File: config.mk
export PLATFORM = sky130hd
export DESIGN_NAME = timestamp_counter_decode_top
export DESIGN_NICKNAME = d
export VERILOG_FILES = /design/src/rtl/tcd_pkg.sv /design/src/rtl/timestamp_counter_decode_top.sv /design/src/rtl/tcd_classify.sv /design/src/rtl/tcd_divider.sv /design/src/rtl/tcd_scale.sv
export SDC_FILE = /design/constraint.sdc
export NUM_CORES = 2
export LEC_CHECK = 0
export ABC_AREA = 1
export BUFFER_PORTS_ARGS = -buffer_cell sky130_fd_sc_hd__buf_2
export CELL_PAD_IN_SITES_DETAIL_PLACEMENT = 0
export CELL_PAD_IN_SITES_GLOBAL_PLACEMENT = 1
export CORE_MARGIN = 3
export CORE_UTILIZATION = 40
export CTS_CLUSTER_SIZE = 12
export DETAILED_ROUTE_END_ITERATION = 6
export PLACE_DENSITY = 0.73
export SYNTH_ARGS = -nofsm -noshare
export SYNTH_HDL_FRONTEND = slang
export SYNTH_SLANG_ARGS = --single-unit
File: constraint.sdc
create_clock -name i_clk -period 12 [get_ports i_clk]
set_input_delay 0.6 -clock i_clk [delete_from_list [all_inputs] [get_ports i_clk]]
set_output_delay 0.6 -clock i_clk [all_outputs]
set_load 0.01 [all_outputs]
File: src/rtl/tcd_pkg.sv
package tcd_pkg;

    localparam int SAMPLES  = 4;
    localparam int PERIOD_W = 16;
    localparam int COUNT_W  = 48;
    localparam int RATE_W   = 30;
    localparam int TIME_W   = 63;
    localparam int PROD_W   = 62;

    // speed bands, open intervals
    localparam logic [PERIOD_W-1:0] BAND_FAST_LO = 16'd23320;
    localparam logic [PERIOD_W-1:0] BAND_FAST_HI = 16'd28566;
    localparam logic [PERIOD_W-1:0] BAND_MID_LO  = 16'd16461;
    localparam logic [PERIOD_W-1:0] BAND_MID_HI  = 16'd20161;
    localparam logic [PERIOD_W-1:0] BAND_SLOW_LO = 16'd10974;
    localparam logic [PERIOD_W-1:0] BAND_SLOW_HI = 16'd13441;

    localparam logic [PERIOD_W-1:0] FRACT_MAX = 16'hFFFF;

    // divider: quotient bits per pipeline stage
    localparam int DIV_BITS   = 2;
    localparam int DIV_STAGES = PERIOD_W / DIV_BITS;

    // unit rates, ticks are 2^31 per second
    localparam logic [RATE_W-1:0] RATE_NS = 30'd1000000000;
    localparam logic [RATE_W-1:0] RATE_US = 30'd1000000;
    localparam logic [RATE_W-1:0] RATE_MS = 30'd1000;

    localparam logic [1:0] UNIT_NS = 2'd0;
    localparam logic [1:0] UNIT_US = 2'd1;
    localparam logic [1:0] UNIT_MS = 2'd2;

    // configuration register indexes
    localparam logic CFG_CHECK_ENABLE = 1'b0;
    localparam logic CFG_TIME_UNIT    = 1'b1;

    typedef struct packed {
        logic       check_enable;
        logic [1:0] time_unit;
    } t_cfg;

    typedef struct packed {
        logic [COUNT_W-1:0]  count;
        logic [PERIOD_W-1:0] cur;
        logic [PERIOD_W-1:0] maxp;
        logic                hist_valid;
    } t_cls;

    typedef struct packed {
        logic [COUNT_W-1:0]  count;
        logic                hist_valid;
        logic                cap;
        logic [PERIOD_W-1:0] d;
        logic [PERIOD_W-1:0] rem;
        logic [PERIOD_W-1:0] q;
    } t_div;

    typedef struct packed {
        logic [COUNT_W-1:0]  count;
        logic [PERIOD_W-1:0] fract;
        logic                hist_valid;
    } t_frac;

    typedef struct packed {
        logic [63:0]       ticks;
        logic [RATE_W-1:0] rate;
        logic              hist_valid;
    } t_scl_a;

    typedef struct packed {
        logic [63:0]       ticks;
        logic [PROD_W-1:0] plo;
        logic [PROD_W-1:0] phi;
        logic              hist_valid;
    } t_scl_b;

endpackage

File: src/rtl/timestamp_counter_decode_top.sv
// pipeline: 1 classify, 8 divide and 3 scale stages from input transfer to result
// throughput: one snapshot per cycle unless the output stalls; each stage
// holds one item and moves on when the stage after it is empty or moving,
// so bubbles close up under stall; reset: synchronous active-low i_rst_n
// empties every stage, check_enable returns to 1 and time_unit to nanoseconds
module timestamp_counter_decode_top
    import tcd_pkg::*;
(
    input  logic         i_clk,
    input  logic         i_rst_n,
    // configuration writes
    input  logic         i_cfg_we,
    input  logic         i_cfg_idx,
    input  logic [1:0]   i_cfg_data,
    // snapshot input
    input  logic         s_axis_tvalid,
    output logic         s_axis_tready,
    // [63:0] counter_low_word, [127:64] counter_high_word
    input  logic [127:0] s_axis_tdata,
    // decoded result
    output logic         m_axis_tvalid,
    input  logic         m_axis_tready,
    // [63:0] ticks_fixed, [126:64] time_value, [127] zero
    output logic [127:0] m_axis_tdata,
    // [0] history_valid
    output logic         m_axis_tuser
);

    t_cfg              r_cfg;

    // classify to divider
    logic              cls_valid, cls_ready;
    t_cls              cls_data;

    // divider to scale
    logic              div_valid, div_ready;
    t_frac             div_data;

    logic [63:0]       ticks;
    logic [TIME_W-1:0] time_val;

    // register writes must only arrive while the pipeline is empty; not enforced
    always_ff @(posedge i_clk) begin
        if (!i_rst_n) begin
            r_cfg.check_enable <= 1'b1;
            r_cfg.time_unit    <= UNIT_NS;
        end else if (i_cfg_we) begin
            unique case (i_cfg_idx)
                CFG_CHECK_ENABLE: r_cfg.check_enable <= i_cfg_data[0];
                CFG_TIME_UNIT:    r_cfg.time_unit    <= i_cfg_data;
                default:          r_cfg.check_enable <= r_cfg.check_enable;
            endcase
        end
    end

    // band check and largest history period
    tcd_classify u_classify (
        .i_clk       (i_clk),
        .i_rst_n     (i_rst_n),
        .i_valid     (s_axis_tvalid),
        .o_ready     (s_axis_tready),
        .i_low_word  (s_axis_tdata[63:0]),
        .i_high_word (s_axis_tdata[127:64]),
        .o_valid     (cls_valid),
        .i_ready     (cls_ready),
        .o_data      (cls_data)
    );

    // fraction = current * 65536 / largest, saturated, two quotient bits per stage
    tcd_divider u_divider (
        .i_clk   (i_clk),
        .i_rst_n (i_rst_n),
        .i_valid (cls_valid),
        .o_ready (cls_ready),
        .i_data  (cls_data),
        .o_valid (div_valid),
        .i_ready (div_ready),
        .o_data  (div_data)
    );

    // ticks assembly and unit conversion, last stage is the output register
    tcd_scale u_scale (
        .i_clk        (i_clk),
        .i_rst_n      (i_rst_n),
        .i_cfg        (r_cfg),
        .i_valid      (div_valid),
        .o_ready      (div_ready),
        .i_data       (div_data),
        .o_valid      (m_axis_tvalid),
        .i_ready      (m_axis_tready),
        .o_ticks      (ticks),
        .o_time       (time_val),
        .o_hist_valid (m_axis_tuser)
    );

    assign m_axis_tdata = {1'b0, time_val, ticks};

endmodule

File: src/rtl/tcd_classify.sv
module tcd_classify
    import tcd_pkg::*;
(
    input  logic        i_clk,
    input  logic        i_rst_n,
    input  logic        i_valid,
    output logic        o_ready,
    input  logic [63:0] i_low_word,
    input  logic [63:0] i_high_word,
    output logic        o_valid,
    input  logic        i_ready,
    output t_cls        o_data
);

    logic [PERIOD_W-1:0] p [SAMPLES];
    logic [SAMPLES-1:0]  is_fast, is_mid, is_slow;
    logic [PERIOD_W-1:0] max01, max23, max_all;
    logic                en;
    logic                r_v;
    t_cls                r_d, n_d;

    always_comb begin
        for (int k = 0; k < SAMPLES; k++) begin
            p[k]       = i_low_word[PERIOD_W*k +: PERIOD_W];
            is_fast[k] = (p[k] > BAND_FAST_LO) && (p[k] < BAND_FAST_HI);
            is_mid[k]  = (p[k] > BAND_MID_LO) && (p[k] < BAND_MID_HI);
            is_slow[k] = (p[k] > BAND_SLOW_LO) && (p[k] < BAND_SLOW_HI);
        end
    end

    // max over the four samples, floor of one
    assign max01   = (p[0] > p[1]) ? p[0] : p[1];
    assign max23   = (p[2] > p[3]) ? p[2] : p[3];
    assign max_all = (max01 > max23) ? max01 : max23;

    always_comb begin
        n_d.count      = i_high_word[63:PERIOD_W];
        n_d.cur        = i_high_word[PERIOD_W-1:0];
        n_d.maxp       = (max_all == '0) ? PERIOD_W'(1) : max_all;
        // bands are exclusive: every sample banded and not all three bands used
        n_d.hist_valid = (&(is_fast | is_mid | is_slow)) &&
                         !((|is_fast) && (|is_mid) && (|is_slow));
    end

    assign en      = !r_v || i_ready;
    assign o_ready = en;
    assign o_valid = r_v;
    assign o_data  = r_d;

    always_ff @(posedge i_clk) begin
        if (!i_rst_n) begin
            r_v <= 1'b0;
        end else if (en) begin
            r_v <= i_valid;
        end
    end

    always_ff @(posedge i_clk) begin
        if (en) begin
            r_d <= n_d;
        end
    end

endmodule

File: src/rtl/tcd_divider.sv
module tcd_divider
    import tcd_pkg::*;
(
    input  logic  i_clk,
    input  logic  i_rst_n,
    input  logic  i_valid,
    output logic  o_ready,
    input  t_cls  i_data,
    output logic  o_valid,
    input  logic  i_ready,
    output t_frac o_data
);

    logic [DIV_STAGES:0]   en;
    logic [DIV_STAGES-1:0] r_v;
    logic [DIV_STAGES-1:0] v_src;
    t_div                  r_st  [DIV_STAGES];
    t_div                  n_st  [DIV_STAGES];
    t_div                  src   [DIV_STAGES];
    t_div                  init;

    // quotient can only fit 16 bits when current period is below the divisor
    always_comb begin
        init.count      = i_data.count;
        init.hist_valid = i_data.hist_valid;
        init.cap        = (i_data.cur >= i_data.maxp);
        init.d          = i_data.maxp;
        init.rem        = init.cap ? '0 : i_data.cur;
        init.q          = '0;
    end

    always_comb begin
        logic [PERIOD_W:0] sh;
        t_div              w;
        for (int s = 0; s < DIV_STAGES; s++) begin
            src[s]   = (s == 0) ? init : r_st[(s == 0) ? 0 : s - 1];
            v_src[s] = (s == 0) ? i_valid : r_v[(s == 0) ? 0 : s - 1];
        end
        for (int s = 0; s < DIV_STAGES; s++) begin
            w = src[s];
            // restoring steps, shifting in zeros
            for (int b = 0; b < DIV_BITS; b++) begin
                sh = {w.rem, 1'b0};
                if (sh >= {1'b0, w.d}) begin
                    sh = sh - {1'b0, w.d};
                    w.q = {w.q[PERIOD_W-2:0], 1'b1};
                end else begin
                    w.q = {w.q[PERIOD_W-2:0], 1'b0};
                end
                w.rem = sh[PERIOD_W-1:0];
            end
            n_st[s] = w;
        end
    end

    always_comb begin
        en[DIV_STAGES] = i_ready;
        for (int s = DIV_STAGES - 1; s >= 0; s--) begin
            en[s] = !r_v[s] || en[s+1];
        end
    end

    assign o_ready          = en[0];
    assign o_valid          = r_v[DIV_STAGES-1];
    assign o_data.count      = r_st[DIV_STAGES-1].count;
    assign o_data.hist_valid = r_st[DIV_STAGES-1].hist_valid;
    assign o_data.fract      = r_st[DIV_STAGES-1].cap ? FRACT_MAX : r_st[DIV_STAGES-1].q;

    always_ff @(posedge i_clk) begin
        if (!i_rst_n) begin
            r_v <= '0;
        end else begin
            for (int s = 0; s < DIV_STAGES; s++) begin
                if (en[s]) begin
                    r_v[s] <= v_src[s];
                end
            end
        end
    end

    always_ff @(posedge i_clk) begin
        for (int s = 0; s < DIV_STAGES; s++) begin
            if (en[s]) begin
                r_st[s] <= n_st[s];
            end
        end
    end

endmodule

File: src/rtl/tcd_scale.sv
module tcd_scale
    import tcd_pkg::*;
(
    input  logic              i_clk,
    input  logic              i_rst_n,
    input  t_cfg              i_cfg,
    input  logic              i_valid,
    output logic              o_ready,
    input  t_frac             i_data,
    output logic              o_valid,
    input  logic              i_ready,
    output logic [63:0]       o_ticks,
    output logic [TIME_W-1:0] o_time,
    output logic              o_hist_valid
);

    logic [2:0]        r_v;
    logic [3:0]        en;
    t_scl_a            r_a, n_a;
    t_scl_b            r_b, n_b;
    logic [PROD_W-1:0] mid;
    logic [63:0]       r_ticks;
    logic [TIME_W-1:0] r_time;
    logic              r_hv;

    // stage a: checked zeroing and rate pick
    always_comb begin
        n_a.hist_valid = i_data.hist_valid;
        if (i_cfg.check_enable && !i_data.hist_valid) begin
            n_a.ticks = '0;
        end else begin
            n_a.ticks = {i_data.count, i_data.fract};
        end
        unique case (i_cfg.time_unit)
            UNIT_NS: n_a.rate = RATE_NS;
            UNIT_US: n_a.rate = RATE_US;
            UNIT_MS: n_a.rate = RATE_MS;
            default: n_a.rate = '0;
        endcase
    end

    // stage b: two 32x30 partial products
    always_comb begin
        n_b.ticks      = r_a.ticks;
        n_b.hist_valid = r_a.hist_valid;
        n_b.plo        = PROD_W'(r_a.ticks[31:0]) * PROD_W'(r_a.rate);
        n_b.phi        = PROD_W'(r_a.ticks[63:32]) * PROD_W'(r_a.rate);
    end

    // stage c: combine, keep product bits 93:31
    assign mid = r_b.phi + {32'b0, r_b.plo[PROD_W-1:32]};

    assign en[3] = i_ready;
    assign en[2] = !r_v[2] || en[3];
    assign en[1] = !r_v[1] || en[2];
    assign en[0] = !r_v[0] || en[1];

    assign o_ready      = en[0];
    assign o_valid      = r_v[2];
    assign o_ticks      = r_ticks;
    assign o_time       = r_time;
    assign o_hist_valid = r_hv;

    always_ff @(posedge i_clk) begin
        if (!i_rst_n) begin
            r_v <= '0;
        end else begin
            if (en[0]) begin
                r_v[0] <= i_valid;
            end
            if (en[1]) begin
                r_v[1] <= r_v[0];
            end
            if (en[2]) begin
                r_v[2] <= r_v[1];
            end
        end
    end

    always_ff @(posedge i_clk) begin
        if (en[0]) begin
            r_a <= n_a;
        end
        if (en[1]) begin
            r_b <= n_b;
        end
        if (en[2]) begin
            r_ticks <= r_b.ticks;
            r_time  <= {mid[PROD_W-1:0], r_b.plo[31]};
            r_hv    <= r_b.hist_valid;
        end
    end

endmodule

==> flow_metrics.py <==
metrics = {
    "pwr": {
        "powerDensity_mw_per_mm2": 255.3,
        "p_leak_nw": 55.93,
        "ir_drop_v": 0.0001811,
    },
    "timing": {
        "max_slew_margin_pct": 21.67,
        "min_period_ns": 8.036,
        "rsz0062_at_grt": "no",
        "totalNegativeSetupSlack_ns": 0,
        "setup_viol": 0,
        "timing.final.crit_share_pct": 66.97,
        "holdWs_ns": 0.07756,
        "finalMaxSlewViolations": 0,
        "hold_viol": 0,
        "fin_ws_ns": 3.964,
        "worst_pin_slew_ns": 1.167,
        "fin_worst_skew_ns": 0.05083,
        "fmax_mhz": 124.4,
    },
    "synth": {
        "ys.flop_type": "edfxtp_1",
        "yosysUniqueCellTypes": 64,
        "synth_seq_cells": 1146,
        "ys_warn_count": 0,
        "ys_seq_area_share_pct": 34.12,
        "netlist_area_mm2": 0.1004,
        "netlist_instances": 10260,
        "synth_edf_count": 1131,
        "syn_nets": 12590,
        "async_reset_ff_share_pct": 0,
        "syn_avg_cell_area_um2": 9.789,
    },
    "final_layout": {
        "final_common_cell": "inv_1",
        "design_area_mm2": 0.1104,
        "final_cell_mix": "inv_1, nand2_1, ha_1",
        "n_antenna_cell": 0,
        "final_nets": 12960,
        "drive_gt1_share_pct": 5.278,
        "area_growth_pct": 9.936,
        "fillerInstances": 24110,
    },
    "hold_path": {
        "hold_depth": 1,
        "min_path_type": "in2reg",
        "min_from": "s_axis_tdata[103]",
        "holdPathEnd": "u_classify.o_data[56]",
    },
    "placed_design": {
        "postPlaceCellArea_mm2": 0.1056,
        "place_congestion": 0.9485,
        "pre_cts_slack_ns": 3.992,
        "dp_hpwl_um": 231700,
        "port_buffers": 265,
    },
    "setup_path": {
        "r2r_slack_ns": 3.96,
        "crit_chain": "buf_4 -> nand2_1 -> o21ai_0 -> xor2_1 -> fa_1 -> fa_1 -> inv_1 -> fa_1 -> fa_1 -> fa_1 -> fa_1 -> ha_1 -> ha_1 -> nand2_1 -> nor2_1 -> inv_1 -> nor2_1 -> nand3_1 -> o21ai_0 -> nand3_1 -> nand3_1 -> xor2_1",
        "reg2reg_depth": 22,
        "crit_fanout": 46,
        "crit_slowest_cell": "o21ai_0",
        "critPathLaunch": "u_scale.r_a[29]",
        "worst-path-buf-inv": 3,
        "cp.required_ns": 12.56,
        "r2r_end": "u_scale.r_b[49]",
        "critPathArrivalTime_ns": 8.60,
        "setup.worst_path.class": "reg2reg",
        "crit_family": "adder cells",
        "r2r_start": "u_scale.r_a[29]",
        "crit_path_max_incr_delay_ns": 0.63,
        "critPathMostFrequentCell": "fa_1",
        "cp-start-kind": "register",
        "end_kind": "register",
    },
    "drt": {
        "met2WireLength_um": 129800,
        "drt_iter0_markers": 4470,
        "top_layer_used": "met4",
        "dr.pass1.iters": 6,
        "wire_per_inst_um": 19.41,
        "wl_met1_um": 122800,
        "wirelength_um": 272700,
        "vias_per_cell": 4.907,
        "final_antenna_net_count": 0,
        "vias": 68950,
        "drc_errors": 0,
        "routed-wl-met3_um": 11680,
    },
    "grt": {
        "grt_pass1_wl_um": 424200,
        "grt_max_degree": 85,
        "first_global_vias": 73120,
        "track_usage_pct": 21.33,
        "antenna_found_initial": 6,
        "grt.overflow.total": 0,
    },
    "die": {
        "dieArea_mm2": 0.2571,
        "die_w_um": 507.0,
        "num_io_pins": 267,
        "fp.dieH_um": 507.0,
        "rows": 183,
        "start_util_pct": 40.31,
        "coreArea_mm2": 0.2491,
    },
    "clock_tree": {
        "cts_buffers": 131,
        "insertion_delay_ns": 0.80,
        "cts_root_buffer": "clkbuf_16",
        "path_clk_slew_ns": 0.06,
        "postCtsSetupBuffers": 0,
        "htree_levels": 4,
        "clock-sinks": 1146,
        "cts_tree": "yes",
        "cts_max_path_buffers": 3,
    },
    "status": {
        "status": "completed",
    },
    "job": {
        "maxCapViolations": 0,
    },
}
==> sequential cells by signal, summed over array words and instances, names as in the netlist <==
name and cells:
u_scale.r_v 3, u_classify.o_valid 1, u_scale.n_b 65, u_divider.r_st 696
r_cfg 3, u_scale.o_hist_valid 1, u_scale.o_time 63, u_scale.r_b 155
u_divider.r_v 8, u_classify.o_data 81, u_scale.r_a 6, u_scale.o_ticks 64
==> area by class of cell <==
class	count	area, um2	area share (%)
repair buffers	356	2167	1.963
clock inverters	55	678.2	0.6143
flip-flops and latches	1146	34260	31.04
inverters	2447	9201	8.336
multi-input cells	6553	56460	51.15
clock buffers	166	3451	3.126
well taps	3330	4167	3.775
==> cells by family (layout without fill, tap and decap cells) <==
| kind of cell | after synthesis | after routing | share of synthesized area [%] |
|---|---|---|---|
| buf+inv | 2558 | 3024 | 9.697 |
| flops | 1146 | 1146 | 34.12 |
| compound gates | 1066 | 1066 | 6.000 |
| other cells | 1 | 1 | 0.003735 |
| xor+xnor | 387 | 387 | 3.376 |
| fa+ha+maj | 2192 | 2192 | 34.81 |
| simple gates | 2907 | 2907 | 11.99 |
==> worst max-delay path by stage <==
stage / to / slack [ns] / depth (start not counted)
6_report: u_scale.r_b[49] / 3.96 / 22
5_1_grt: u_scale.r_b[51] / 3.41 / 26
4_1_cts: u_scale.r_b[38] / 3.96 / 26
3_5_place_dp: u_scale.r_b[38] / 3.99 / 26
3_3_place_gp: u_scale.r_b[51] / 4.03 / 26
2_1_floorplan: u_classify.o_data[0] / 1.91 / 12
==> timing repair <==
| action | in CTS | in global routing |
|---|---|---|
| endpoints found under the hold margin | 63 | 0 |
| endpoints found under the setup margin | 0 | 0 |
| gates resized for setup | 0 | 0 |
| hold buffers | 63 | 0 |
==> per-stage QoR <==
stage	total power, W	utilization, %	cells
4_1_cts	0.02845	44.31	14050
2_1_floorplan	0.01955	-	10260
5_1_grt	0.03099	44.31	14050
3_5_place_dp	0.02437	42.40	13770
6_report	0.02818	44.31	14050
3_3_place_gp	0.02428	42.40	13770
==> where the power goes <==
group / internal, W / switching, W
clock: 0.00224 / 0.00163
sequential: 0.00604 / 0.000619
combinational: 0.00631 / 0.0113
total: 0.0146 / 0.0136
==> synthesized netlist by cell type (47+ instances only) <==
library cell     n  area share (%)
a21o_1          49            0.37
a21oi_1        446             2.2
a31oi_1         53            0.33
clkbuf_1        56            0.21
edfxtp_1      1131              34
fa_1          1002              20
ha_1          1190              15
inv_1         2429             9.1
nand2_1       1744             6.5
nand3_1        337             1.7
nand4_1         61            0.38
nor2_1         571             2.1
nor3_1          59            0.29
o21ai_0        319             1.6
o21bai_1        47            0.35
xnor2_1        123             1.1
xor2_1         264             2.3
==> routing by layer <==
layer	GRT usage [%]	vias up
li1	-	33460
met1	28.77	33470
met2	36.06	1623
met3	2.592	397
met4	6.178	0
met5	0	-
==> worst reg2reg max path, cell delays in order (launching register included) <==
cell and delay, ns:
edfxtp_1 0.32, buf_4 0.52, nand2_1 0.54, o21ai_0 0.63, xor2_1 0.21, fa_1 0.55, fa_1 0.56, inv_1 0.06
fa_1 0.51, fa_1 0.52, fa_1 0.55, fa_1 0.53, ha_1 0.32, ha_1 0.40, nand2_1 0.12, nor2_1 0.11
inv_1 0.07, nor2_1 0.21, nand3_1 0.17, o21ai_0 0.40, nand3_1 0.14, nand3_1 0.11, xor2_1 0.29
No activity file was read; power rests on OpenSTA's default activity.
